`src/hdl/rlwe_ram.sv`:
```
// ----------------------------------------------------------------------------
// rlwe_ram
// Generic memory with one write port and one registered read port.
// ----------------------------------------------------------------------------
`default_nettype none

module rlwe_ram #(
    parameter int WIDTH = 14,
    parameter int DEPTH = 256
) (
    input  wire logic                     i_clk,
    input  wire logic                     i_we,
    input  wire logic [$clog2(DEPTH)-1:0] i_waddr,
    input  wire logic [WIDTH-1:0]         i_wdata,
    input  wire logic [$clog2(DEPTH)-1:0] i_raddr,
    output logic      [WIDTH-1:0]         o_rdata
);

    logic [WIDTH-1:0] r_mem [DEPTH];

    always_ff @(posedge i_clk) begin
        if (i_we) begin
            r_mem[i_waddr] <= i_wdata;
        end
        o_rdata <= r_mem[i_raddr];
    end

endmodule

`default_nettype wire

```
`config.mk`:
```
export PLATFORM = sky130hd
export DESIGN_NAME = rlwe_ram
export DESIGN_NICKNAME = d
export VERILOG_FILES = /design/src/hdl/rlwe_ram.sv
export SDC_FILE = /design/constraint.sdc
export NUM_CORES = 2
export LEC_CHECK = 0
export ABC_AREA = 1
export ABC_CLOCK_PERIOD_IN_PS = 2650
export BUFFER_PORTS_ARGS = -buffer_cell sky130_fd_sc_hd__buf_2
export CORE_ASPECT_RATIO = 1.25
export CORE_UTILIZATION = 50
export CTS_CLUSTER_DIAMETER = 200
export DETAILED_ROUTE_END_ITERATION = 6
export PLACE_DENSITY = 0.61
export REMOVE_ABC_BUFFERS = 1
export SLEW_MARGIN = 15
export SYNTH_ARGS = -nofsm -noshare
export SYNTH_HDL_FRONTEND = slang
export SYNTH_SLANG_ARGS = --single-unit
```
`constraint.sdc`:
```
create_clock -name i_clk -period 2.65 [get_ports i_clk]
set_input_delay 0.53 -clock i_clk [delete_from_list [all_inputs] [get_ports i_clk]]
set_output_delay 0.53 -clock i_clk [all_outputs]
set_load 0.01 [all_outputs]
```
==> results.txt <==
----------------------------------------------------
[Outcome]
  Result of the run ... complete, no violations

[Route]
  Iter 0 DRT Violations ... 12,800
  Wire length per cell after detailed routing ... 26.4 µm
  First drt pass iteration count ... 6
  Via density per instance ... 5.90
  Number of design rule violations left after detail routing ... 0
  Detailed-route wire length ... 439,000 µm
  Total via count after detailed routing ... 98,400
  Number of nets still failing antenna checks after routing ... 0

[Synth]
  Count of unique library cells instantiated by Yosys ... 11
  Post-Synthesis Mean Instance Area ... 12.1 µm²
  Count of synthesis-stage warnings from yosys ... 0
  Synth Register Bits ... 3,598
  Sequential fraction of the synthesis area ... 74.7%
  Post-synthesis instance area ... 145,000 µm²
  Synthesized netlist cell count ... 12,000

[Final layout]
  Post-route core utilization ... 58.6%
  Fraction of final layout cells with drive strength greater than 1 ... 12.6%
  Synthesis-to-layout area growth ... 16.5%
  Area of the multi-input gates ... 32,600 µm²
  Filler cell count ... 22,800
  Most common cell after layout, fill and taps aside ... sky130_fd_sc_hd__nand2_1
  Post-layout instance count excluding filler cells ... 16,700
  Total Nets Final ... 12,600
  FF+latch area ... 108,000 µm²
  Commonest non-fill, non-tap cells in the layout ... 3,675 x sky130_fd_sc_hd__nand2_1, 3,584 x sky130_fd_sc_hd__edfxtp_1, 3,531 x sky130_fd_sc_hd__nand3_1, 813 x sky130_fd_sc_hd__buf_4, 356 x sky130_fd_sc_hd__clkbuf_16

[Setup path]
  Max stage delay cell, worst path ... sky130_fd_sc_hd__nand3_1
  Critical path type ... in2reg
  Data required time of the worst path ... 3.47 ns
  Kind of end point of the critical path ... flip-flop
  Most common cell type on the critical path ... sky130_fd_sc_hd__nand3_1
  Worst-path fanout max ... 40
  Critical path data arrival time ... 3.36 ns
  Buffers and inverters on the worst path ... 5
  Top cell family by delay on the critical path ... simple AND/OR/NAND/NOR gates
  Critical path's largest stage delay ... 0.38 ns
  Critical path, cell by cell ... buf_12, inv_8, buf_12, buf_12, buf_4, nand2_1, nand3_1, nand3_1, nand3_1, nand3_1, nand3_1, nand3_1, nand2_1, nand2_1, nand2_1
  Startpoint class of the critical path ... input pin

[Global routing]
  Wire length of the first global-routing pass ... 637,000 µm
  Number of global-route vias before repair ... 94,700
  Leftover overflow at the end of global routing ... 0
  Total global-route track usage ... 29.9%
  Initial antenna violation count ... 25
  Pin count of the biggest net entering global routing ... 96

[STA]
  Final cycle utilization of the critical path ... 95.7%
  Minimum hold slack ... 0.0664 ns
  Clock period minus final worst setup slack ... 2.54 ns
  Pin slew with the least headroom to its limit ... 1.02 ns
  Normalized max-slew margin ... 32.3%
  Endpoints failing setup ... 0
  Slew Limit Fails ... 0
  Hold Vio Cnt, Final ... 0
  Fmax achieved ... 0.394 GHz
  Setup repair after global routing missed its margin ... false
  Clock skew after layout ... 0.0316 ns
  Fin Setup TNS ... 0 ns

[Die]
  Die height ... 603 µm
  Die area ... 291,000 µm²
  Die Wd ... 483 µm
  Floorplan row count ... 220
  I/O pins ... 46
  Placeable core region ... 287,000 µm²
  Initial Util ... 50.3%

[Clock network]
  Clock Tree Root ... sky130_fd_sc_hd__clkbuf_16
  Postcts setup bufs ... 0
  Number of clock sinks seen by CTS ... 3,598
  Clock-pin transition on the worst setup and hold timing paths ... 0.06 ns
  # hold bufs at CTS ... 2
  TritonCTS clock tree ... yes
  Depth of the CTS H-tree ... 5
  Total clock buffers created by CTS ... 343
  Clock Latency Late Sink ... 0.89 ns
  Maximum clock path buffer count ... 4
  Post-CTS Resized ... 0

[Pwr]
  Worst-case vdd ir drop ... 721 µV
  Final Power ... 0.120 W
  Leak ... 60.1 nW
  Net Sw Frac ... 22.5%
  Switching power ... 0.0270 W
  Power Internal ... 0.0930 W
  Part of the power in registers ... 52.3%
  Clock Power Share ... 40.5%
  Total power divided by cell area ... 713 nW/µm²
  Portion of total power attributed to combinational logic ... 7.1%

[Job]
  Count of maximum capacitance violations ... 0

[Placed design]
  Routability-driven placement congestion ratio ... 0.896
  I/O Buffers ... 45
  DP Cell Count ... 16,000
  Half-perimeter wire length of the detailed placement result ... 274,000 µm

[Worst hold path]
  Worst hold path type ... in2reg

----------------------------------------------------
-- layer usage --
metal	GRT usage [%]	wire length [µm]
met1	40.1	170000
met2	47.9	208000
met3	4.18	37400
met4	14.6	23900
met5	0	31
-- synthesized netlist by cell type --
master                        n  area, µm²
sky130_fd_sc_hd__buf_4       85        638
sky130_fd_sc_hd__clkbuf_1   267       1000
sky130_fd_sc_hd__inv_2        5       18.8
sky130_fd_sc_hd__buf_1       92        345
sky130_fd_sc_hd__nor2_1     283       1060
sky130_fd_sc_hd__dfxtp_1     14        280
sky130_fd_sc_hd__nand3_1   3531      17700
sky130_fd_sc_hd__inv_1       34        128
sky130_fd_sc_hd__nand2_1   3689      13800
sky130_fd_sc_hd__buf_2      378       1890
sky130_fd_sc_hd__edfxtp_1  3584     108000
-- logic make-up (layout without fill, tap and decap cells) --
group	count (synthesis)	in the layout	share of synthesized area, %
flip-flops	3598	3598	74.7
buffers and inverters	861	1779	2.78
other	0	12	0
AND/OR/NAND/NOR	7503	7503	22.5
-- flip-flops by register name, indices dropped and copies added (netlist names) --
name / cells
r_mem: 3584
o_rdata: 14
-- power by group through the flow --
stage          Clock, W  Combinational, W  Sequential, W
5_1_grt          0.0511           0.00907         0.0628
6_report         0.0486           0.00856         0.0628
3_5_place_dp          0           0.00846         0.0640
2_1_floorplan         0           0.00411         0.0640
3_3_place_gp          0           0.00837         0.0640
4_1_cts          0.0491           0.00849         0.0628
-- per-stage QoR --
stage	setup WS, ns	cell area, µm²
2_1_floorplan	-12.22	141000
3_3_place_gp	-0.597	157000
3_5_place_dp	-0.589	157000
4_1_cts	0.240	168000
5_1_grt	0.107	168000
6_report	0.115	168000
-- layout make-up --
| cell class | count | area share, % |
|---|---|---|
| diodes | 12 | 0.0178 |
| clock buffers | 411 | 5.42 |
| clock inverters | 199 | 1.07 |
| inverters | 39 | 0.106 |
| multi-input cells | 7503 | 19.4 |
| flip-flops and latches | 3598 | 64.1 |
| well taps | 3774 | 2.81 |
| repair buffers | 1130 | 7.10 |
-- worst paths after layout --
| kind | startpoint | endpoint | slack [ns] | cells past startpoint |
|---|---|---|---|---|
| setup / recovery | i_raddr[0] | o_rdata[9]$_DFF_P_ | 0.11 | 15 |
| hold / removal | i_wdata[5] | r_mem[37][5]$_DFFE_PP_ | 0.07 | 1 |
| hold reg to reg | r_mem[58][9]$_DFFE_PP_ | o_rdata[9]$_DFF_P_ | 1.00 | 10 |
| setup reg to reg | r_mem[177][7]$_DFFE_PP_ | o_rdata[7]$_DFF_P_ | 0.33 | 10 |
-- worst reg2reg max path, delay by kind of cell, from the launching register on --
family / cells / cell delay [ns]
DFF: 1 / 0.38
and+or+nand+nor: 10 / 1.81
(Power assumes the default switching activity.)
