`src/hdl/rlwe_pkg.sv`:
```
// ----------------------------------------------------------------------------
// rlwe_pkg
// Shared sizes, codes and the fixed stage root table of the decryption core.
// ----------------------------------------------------------------------------
`default_nettype none

package rlwe_pkg;

    localparam int COEFFS = 256;
    localparam int IDX_W  = $clog2(COEFFS);
    localparam int HALF   = COEFFS / 2;
    localparam int NSTAGE = IDX_W - 1;
    localparam int STG_W  = $clog2(NSTAGE);
    localparam int DW     = 14;
    localparam int PROD_W = 2 * DW;
    localparam int CNT_W  = $clog2(PROD_W + 1);
    localparam int CFG_W  = 3;

    localparam logic [CFG_W-1:0] CFG_MODULUS    = 3'd0;
    localparam logic [CFG_W-1:0] CFG_MERGE_ROOT = 3'd1;
    localparam logic [CFG_W-1:0] CFG_ODD_TWIST  = 3'd2;
    localparam logic [CFG_W-1:0] CFG_TWIST_ROOT = 3'd3;
    localparam logic [CFG_W-1:0] CFG_SCALE      = 3'd4;

    localparam logic OP_LOAD = 1'b0;
    localparam logic OP_READ = 1'b1;

    typedef struct packed {
        logic          go;
        logic [DW-1:0] a;
        logic [DW-1:0] b;
        logic [DW-1:0] c;
        logic [DW-1:0] q;
    } t_mm_req;

    function automatic logic [DW-1:0] stage_root(input logic [STG_W-1:0] idx);
        logic [DW-1:0] v;
        case (idx)
            3'd0:    v = 14'd7680;
            3'd1:    v = 14'd3383;
            3'd2:    v = 14'd5756;
            3'd3:    v = 14'd1728;
            3'd4:    v = 14'd7584;
            3'd5:    v = 14'd6569;
            default: v = 14'd6601;
        endcase
        return v;
    endfunction

endpackage

`default_nettype wire

```
`src/hdl/rlwe_mulmod.sv`:
```
// ----------------------------------------------------------------------------
// rlwe_mulmod
// Computes (a*b + c) mod q by restoring reduction, one product bit a cycle.
// ----------------------------------------------------------------------------
`default_nettype none

module rlwe_mulmod (
    input  wire logic                 i_clk,
    input  wire logic                 i_rst_n,
    input  wire rlwe_pkg::t_mm_req    i_req,
    output logic                      o_done,
    output logic [rlwe_pkg::DW-1:0]   o_res
);

    logic [rlwe_pkg::PROD_W-1:0] r_x;
    logic [rlwe_pkg::DW-1:0]     r_rem;
    logic [rlwe_pkg::CNT_W-1:0]  r_cnt;
    logic                        r_busy;
    logic                        r_done;
    logic [rlwe_pkg::DW:0]       w_trial;
    logic [rlwe_pkg::DW-1:0]     n_rem;

    always_comb begin
        w_trial = {r_rem, r_x[rlwe_pkg::PROD_W-1]};
        if (w_trial >= {1'b0, i_req.q}) begin
            n_rem = rlwe_pkg::DW'(w_trial - {1'b0, i_req.q});
        end else begin
            n_rem = w_trial[rlwe_pkg::DW-1:0];
        end
    end

    always_ff @(posedge i_clk) begin
        if (!i_rst_n) begin
            r_busy <= 1'b0;
            r_done <= 1'b0;
            r_cnt  <= '0;
        end else begin
            r_done <= 1'b0;
            if (i_req.go) begin
                r_busy <= 1'b1;
                r_cnt  <= rlwe_pkg::CNT_W'(rlwe_pkg::PROD_W);
            end else if (r_busy) begin
                r_cnt <= r_cnt - 1'b1;
                if (r_cnt == rlwe_pkg::CNT_W'(1)) begin
                    r_busy <= 1'b0;
                    r_done <= 1'b1;
                end
            end
        end
    end

    always_ff @(posedge i_clk) begin
        if (i_req.go) begin
            r_x   <= rlwe_pkg::PROD_W'(i_req.a) * rlwe_pkg::PROD_W'(i_req.b)
                     + rlwe_pkg::PROD_W'(i_req.c);
            r_rem <= '0;
        end else if (r_busy) begin
            r_x   <= {r_x[rlwe_pkg::PROD_W-2:0], 1'b0};
            r_rem <= n_rem;
        end
    end

    assign o_done = r_done;
    assign o_res  = r_rem;

endmodule

`default_nettype wire

```
`config.mk`:
```
export PLATFORM = sky130hd
export DESIGN_NAME = rlwe_mulmod
export DESIGN_NICKNAME = d
export VERILOG_FILES = /design/src/hdl/rlwe_pkg.sv /design/src/hdl/rlwe_mulmod.sv
export SDC_FILE = /design/constraint.sdc
export NUM_CORES = 1
export LEC_CHECK = 0
export ABC_AREA = 1
export BUFFER_PORTS_ARGS = -buffer_cell sky130_fd_sc_hd__buf_2
export CORE_ASPECT_RATIO = 0.8
export CORE_UTILIZATION = 60
export CTS_CLUSTER_SIZE = 28
export DETAILED_ROUTE_END_ITERATION = 8
export MAX_ROUTING_LAYER = met4
export PLACE_DENSITY = 0.79
export SLEW_MARGIN = 20
export SYNTH_ARGS = -nofsm -noshare
export SYNTH_HDL_FRONTEND = slang
export SYNTH_SLANG_ARGS = --single-unit
export TNS_END_PERCENT = 5
```
`constraint.sdc`:
```
create_clock -name i_clk -period 9.6 [get_ports i_clk]
set_clock_uncertainty 0.2 [all_clocks]
set_input_delay 0.96 -clock i_clk [delete_from_list [all_inputs] [get_ports i_clk]]
set_output_delay 0.96 -clock i_clk [all_outputs]
set_load 0.01 [all_outputs]
```
==> results of run 1 <==
logic make-up (layout without fill, tap and decap cells):
family / Yosys count / after routing / synth area share, %
and+or+nand+nor: 672 / 672 / 25.3
buffers and inverters: 475 / 519 / 16.8
adders and majority gates: 264 / 264 / 41.6
AOI/OAI and AO/OA: 54 / 54 / 2.86
DFF: 49 / 49 / 11.7
xor gates and xnor gates: 21 / 21 / 1.71
state kept, by name (all words and copies together) (netlist names):
register and cells:
r_x 28, o_res 14, r_cnt 5, o_done 1, r_busy 1
layout by cell type, fill, tap and decap left out, drive strengths merged:
cell type  instances
edfxtp            28
a21o               2
fa               156
nand4             15
or2                1
o211ai             1
a31oi              3
clkbuf             7
xor2               9
clkinv             3
ha               108
nor2              77
dfxtp             21
and2               4
a21boi             1
o21bai             3
nand3             58
xnor2             12
a21oi             25
buf               73
a211oi             1
o31ai              1
o21ai             17
nor3               2
nand2            515
inv              436
path summary, 6_finish.rpt:
| check | from | endpoint | slack [ns] |
|---|---|---|---|
| max | i_req[32] | r_x[18] | 3.29 |
| max reg2reg | r_busy | r_x[24] | 7.18 |
| min reg2reg | r_cnt[4] | r_cnt[4] | 0.27 |
| min | r_cnt[4] | r_cnt[4] | 0.27 |
stage by stage:
step                util, %  worst slack, ns
CTS                    65.4             3.31
floorplan                 -             3.46
finish                 65.4             3.29
detailed placement     64.5             3.04
global placement       64.5             3.02
global route           65.4             3.00
metal layers:
metal	vias up	routed length [µm]	track usage, %
met4	0	430	6.37
met1	4312	11800	44.7
met2	386	11400	48.7
li1	4527	-	-
met3	35	2330	5.02
met5	-	0	-
worst max-delay path: stages:
cell and delay, ns:
buf_2 0.20, nand2_1 0.11, inv_1 0.06, fa_1 0.53, inv_1 0.05, fa_1 0.52, inv_1 0.05, fa_1 0.49
inv_1 0.05, fa_1 0.47, inv_1 0.05, fa_1 0.54, inv_1 0.06, fa_1 0.53, inv_1 0.04, ha_1 0.33
nand2_1 0.11, nor2_1 0.19, nand3_1 0.10, nand2_1 0.19, nand2_1 0.08, nand2_1 0.08, xor2_1 0.18, o21ai_0 0.12
where the power goes:
group,switching [µW],total [µW],internal (µW)
Clock,82.9,196,113
Combinational,2280,3590,1300
Sequential,18.6,362,343
layout make-up:
type | count | area, µm² | share of cell area [%]
Multi-Input combinational cell | 1011 | 7690 | 67.4
Inverter | 438 | 1640 | 14.4
Sequential cell | 49 | 1260 | 11.1
Timing Repair Buffer | 73 | 365 | 3.20
Tap cell | 225 | 282 | 2.47
Clock buffer | 7 | 154 | 1.35
Clock inverter | 1 | 8.76 | 0.0768
==> results.toml, run 1 <==
[sta]
slew_viol_final = 0
period_share_pct = 65.8
worst-slew-pin-transition_ns = 1.13
fin_hold_ws_ns = 0.273
tns_ns = 0
hold_viol_final = 0
timing.fmax_mhz = 158
rsz0062_at_grt = "false"
fin_crit_ns = 6.31
maxSlewHeadroom_pct = 24.5
setup_violations = 0

[cells_and_area]
instances_no_fill = 1804
drive_gt1_share_pct = 6.46
finalInstanceArea_mm2 = 0.0114
nNetsFinal = 1901
fill_cells = 1577
areaGrowthSynthToFinish_pct = 6.01
antenna_cells = 0

[critical_path]
reg2reg_depth = 2
crit_type = "in -> reg"
crit_arrival_ns = 6.12
end_kind = "flop"
cp.required_ns = 9.40
path_max_fanout = 14
cp-start-kind = "input pin"

[yosys]
syn_avg_cell_area_um2 = 7.01
synth_common_cells = "nand2_1 (510), inv_1 (436), fa_1 (156), ha_1 (108), nor2_1 (68)"
synthesis.area_mm2 = 0.0108
syn-num-nets = 1858
synth_edf_count = 28
async_flop_share_pct = 0
yosysMostFrequentCell = "nand2_1"
ys_types = 37
synthFlopType = "edfxtp_1"
ys_seq_area_share_pct = 11.7
synth_area_leaders = "fa_1 (29%), nand2_1 (18%), inv_1 (15%)"
netlist.area_leader.share_pct = 29.0
synth_warnings = 0
synth_largest_area_cell = "fa_1"
synthCells = 1535
synth_seq_cells = 49

[route]
drc_errors = 0
drt_iter0_drc = 728
vias = 9260
drt_first_pass_iters = 6
wl_per_cell_um = 14.4
ant_nets = 0
vias_per_cell = 5.13
finalWirelength_um = 25900

[die]
fp.dieW_um = 152
rows = 43
start_util_pct = 61.7
core_mm2 = 0.0174
die_area_mm2 = 0.0185
die_h_um = 122
io_pins = 74

[outcome]
run_status = "finished, final reports clean"

[hold_path]
holdPathStages = 2
min_path_type = "reg -> reg"

[clock_network]
h-tree-depth = 2
cts.sinks = 49
numCtsBuffers = 5
postCtsSetupRepairBufs = 0
cts_hold_buf = 0
clockRootBuffer = "clkbuf_16"
clk_path_buf_depth = 2
cts_resized = 0
clkSlewWorstSetupHoldPaths_ns = 0.07
tritoncts = "yes"
insertion_delay_ns = 0.29

[place]
portBuffers = 73
dp.cells = 1796
gp_routability_congestion = 0.982
dp_hpwl_um = 21400
placed_cell_area_mm2 = 0.0112

[global_routing]
grt_pass1_wl_um = 44300
antenna_found_initial = 0
grt_util_all_layers_pct = 31.8
grt_pass1_vias = 9375
grt_start_max_net_pins = 41
grt.overflow.total = 0

[power_and_ir_drop]
p_per_area_mw_per_mm2 = 363
total_power_uw = 4140
ir_drop_v = 0.000332
leakage_uw = 0.00713

[flow_run]
cap_violations = 0
(Power assumes the default switching activity.)
==> run 2, diff against run 1 <==
Settings changed: ABC_AREA 1 to 0, CORE_UTILIZATION 60 to 57.
Clock period 9.6 ns to 5.5 ns, I/O delays scaled along.
==> run 2 against run 1 <==
Count of clock-buffer cells in the layout shrank 1; critical path type unchanged; worst hold slack gained 0.018 ns; area after synthesis shrank 7.8%; register-to-register slack lost 4.9 ns; synthesized cell count shrank 29%; global-route usage shrank 4.3 points; the flow now finishes with violations (setup timing).
==> results.toml, run 2 <==
[yosys]
synthFlopType = "edfxtp_1"
netlist.area_leader.share_pct = 31.5
synth_edf_count = 28
synthesis.area_mm2 = 0.00992
async_flop_share_pct = 0
synthCells = 1087
yosysMostFrequentCell = "inv_1"
ys_types = 73
ys_seq_area_share_pct = 12.7
synth_common_cells = "inv_1 (213), fa_1 (156), nand2_1 (117), and2_1 (112), ha_1 (108)"
synth_largest_area_cell = "fa_1"
synth_area_leaders = "fa_1 (31%), ha_1 (14%), edfxtp_1 (8.5%)"
synth_seq_cells = 49
synth_warnings = 0
syn_avg_cell_area_um2 = 9.12
syn-num-nets = 1410

[critical_path]
cp-endpoint = "r_x[25]"
cp-start-kind = "input pin"
r2r-end = "o_res[0]"
end_kind = "flop"
crit_cells = 23
path_delay_family = "adder cells"
crit_type = "in -> reg"
crit_arrival_ns = 5.86
path_max_fanout = 5
cp.required_ns = 5.34
path_cells = "buf_4 -> and2_4 -> fa_1 -> inv_1 -> fa_1 -> inv_1 -> fa_1 -> inv_1 -> fa_1 -> inv_1 -> fa_1 -> inv_1 -> fa_1 -> inv_2 -> ha_4 -> a211oi_4 -> o21bai_2 -> a2111oi_4 -> buf_4 -> or2_4 -> o311a_1 -> xnor2_1 -> mux2_2"
reg2reg_depth = 8
crit_path_max_incr_delay_ns = 0.53
cpMostUsedCell = "fa_1"
path_buf_inv = 8
reg2reg_setup_slack_ns = 2.31
cp-startpoint = "i_req[50]"
slowest_stage = "fa_1"
reg2reg_from = "o_res[7]"

[sta]
tns_ns = -6.94
rsz0062_at_grt = "true"
worst-slew-pin-transition_ns = 1.07
slew_viol_final = 0
fin_hold_ws_ns = 0.292
setup_violations = 18
fin_crit_ns = 6.02
worst_slack_ns = -0.522
maxSlewHeadroom_pct = 28.5
timing.fmax_mhz = 166
hold_viol_final = 0
period_share_pct = 109

[global_routing]
grt.overflow.total = 0
grt_start_max_net_pins = 47
antenna_found_initial = 0
grt_util_all_layers_pct = 27.4
grt_pass1_wl_um = 38300
grt_pass1_vias = 7983

[route]
ant_nets = 0
drc_errors = 0
vias_per_cell = 5.34
vias = 7729
wl_per_cell_um = 15.5
drt_first_pass_iters = 6
drt_iter0_drc = 395
finalWirelength_um = 22400

[hold_path]
min_path_type = "reg -> reg"
holdCritStartpoint = "o_res[8]"

[cells_and_area]
instances_no_fill = 1448
largest_reg_flops = 28
areaGrowthSynthToFinish_pct = 16.8
drive_gt1_share_pct = 21.3
regMostFlops = "r_x"
mostFrequentLayoutCells = "inv_1 (209), fa_1 (155), nand2_1 (117)"
nNetsFinal = 1550
final_common_cell = "inv_1"
antenna_cells = 0

[die]
rows = 42
core_mm2 = 0.0168
die_area_mm2 = 0.0179
die_h_um = 120
fp.dieW_um = 149
start_util_pct = 59.2
io_pins = 74

[clock_network]
tritoncts = "yes"
clk_path_buf_depth = 2
numCtsBuffers = 5
cts.sinks = 49
h-tree-depth = 2
clkSlewWorstSetupHoldPaths_ns = 0.07
insertion_delay_ns = 0.29
clockRootBuffer = "clkbuf_16"

[place]
portBuffers = 73
place_ws_ns = -0.976
gp_routability_congestion = 0.913
dp.cells = 1441
dp_hpwl_um = 19000

[outcome]
run_status = "complete, but fails checks"
failed_checks = "setup timing"

[flow_run]
cap_violations = 0
run 2: how the worst min path moves through the flow:
stage / end / slack [ns] / cells after the start
4_1_cts: o_res[12] / 0.29 / 2
3_3_place_gp: o_res[7] / 0.27 / 2
3_5_place_dp: o_res[11] / 0.28 / 2
5_1_grt: o_res[8] / 0.34 / 2
6_report: o_res[8] / 0.29 / 2
2_1_floorplan: r_cnt[1] / 0.27 / 2
run 2: worst reg2reg max path, stage by stage, from the launching register on:
cell and delay [ns]:
dfxtp_1 0.33, ha_1 0.44, nand3_2 0.13, or4_1 0.56, nand2_1 0.10, a211o_1 0.12
a31o_1 0.69, mux2_4 0.36, a211oi_2 0.19
run 2: through the flow:
step	cell area, µm²	util, %
5_1_grt	11600	69.1
3_3_place_gp	11200	67.0
3_5_place_dp	11200	67.0
4_1_cts	11500	68.4
2_1_floorplan	10000	-
6_report	11600	69.1
run 2: area by class of cell:
type	count	area (µm²)
Fill cell	1267	5180
Multi-Input combinational cell	779	7910
Tap cell	220	275
Inverter	213	800
Timing Repair Buffer	179	1200
Clock inverter	2	13.8
Sequential cell	49	1260
Clock buffer	6	129
run 2: cells by family after synthesis:
family / after synthesis / share of synthesized area [%]
AND/OR/NAND/NOR: 314 / 16.2
AO/OA/AOI/OAI: 131 / 8.97
adder cells (fa/ha/maj): 264 / 45.1
XOR/XNOR: 37 / 3.27
buffers and inverters: 259 / 10.1
flip-flops: 49 / 12.7
multiplexers: 33 / 3.65
run 2: routing by layer:
layer	wire [µm]	track usage, %	vias up
met4	201	3.38	0
met5	0	-	-
met2	10200	42.4	230
met1	10700	40.2	3766
li1	-	-	3714
met3	1250	2.59	19
run 2: timing repair:
| item | CTS | global route |
|---|---|---|
| pin swaps | 27 | 17 |
| setup endpoints to repair | 20 | 20 |
| setup buffers | 0 | 1 |
| gates resized for setup | 23 | 21 |
| hold buffers | 0 | 0 |
Power of run 2 is left out: the tool's default activity adds up to more than one toggle a clock period on the data nets, which glitch-free logic cannot reach.
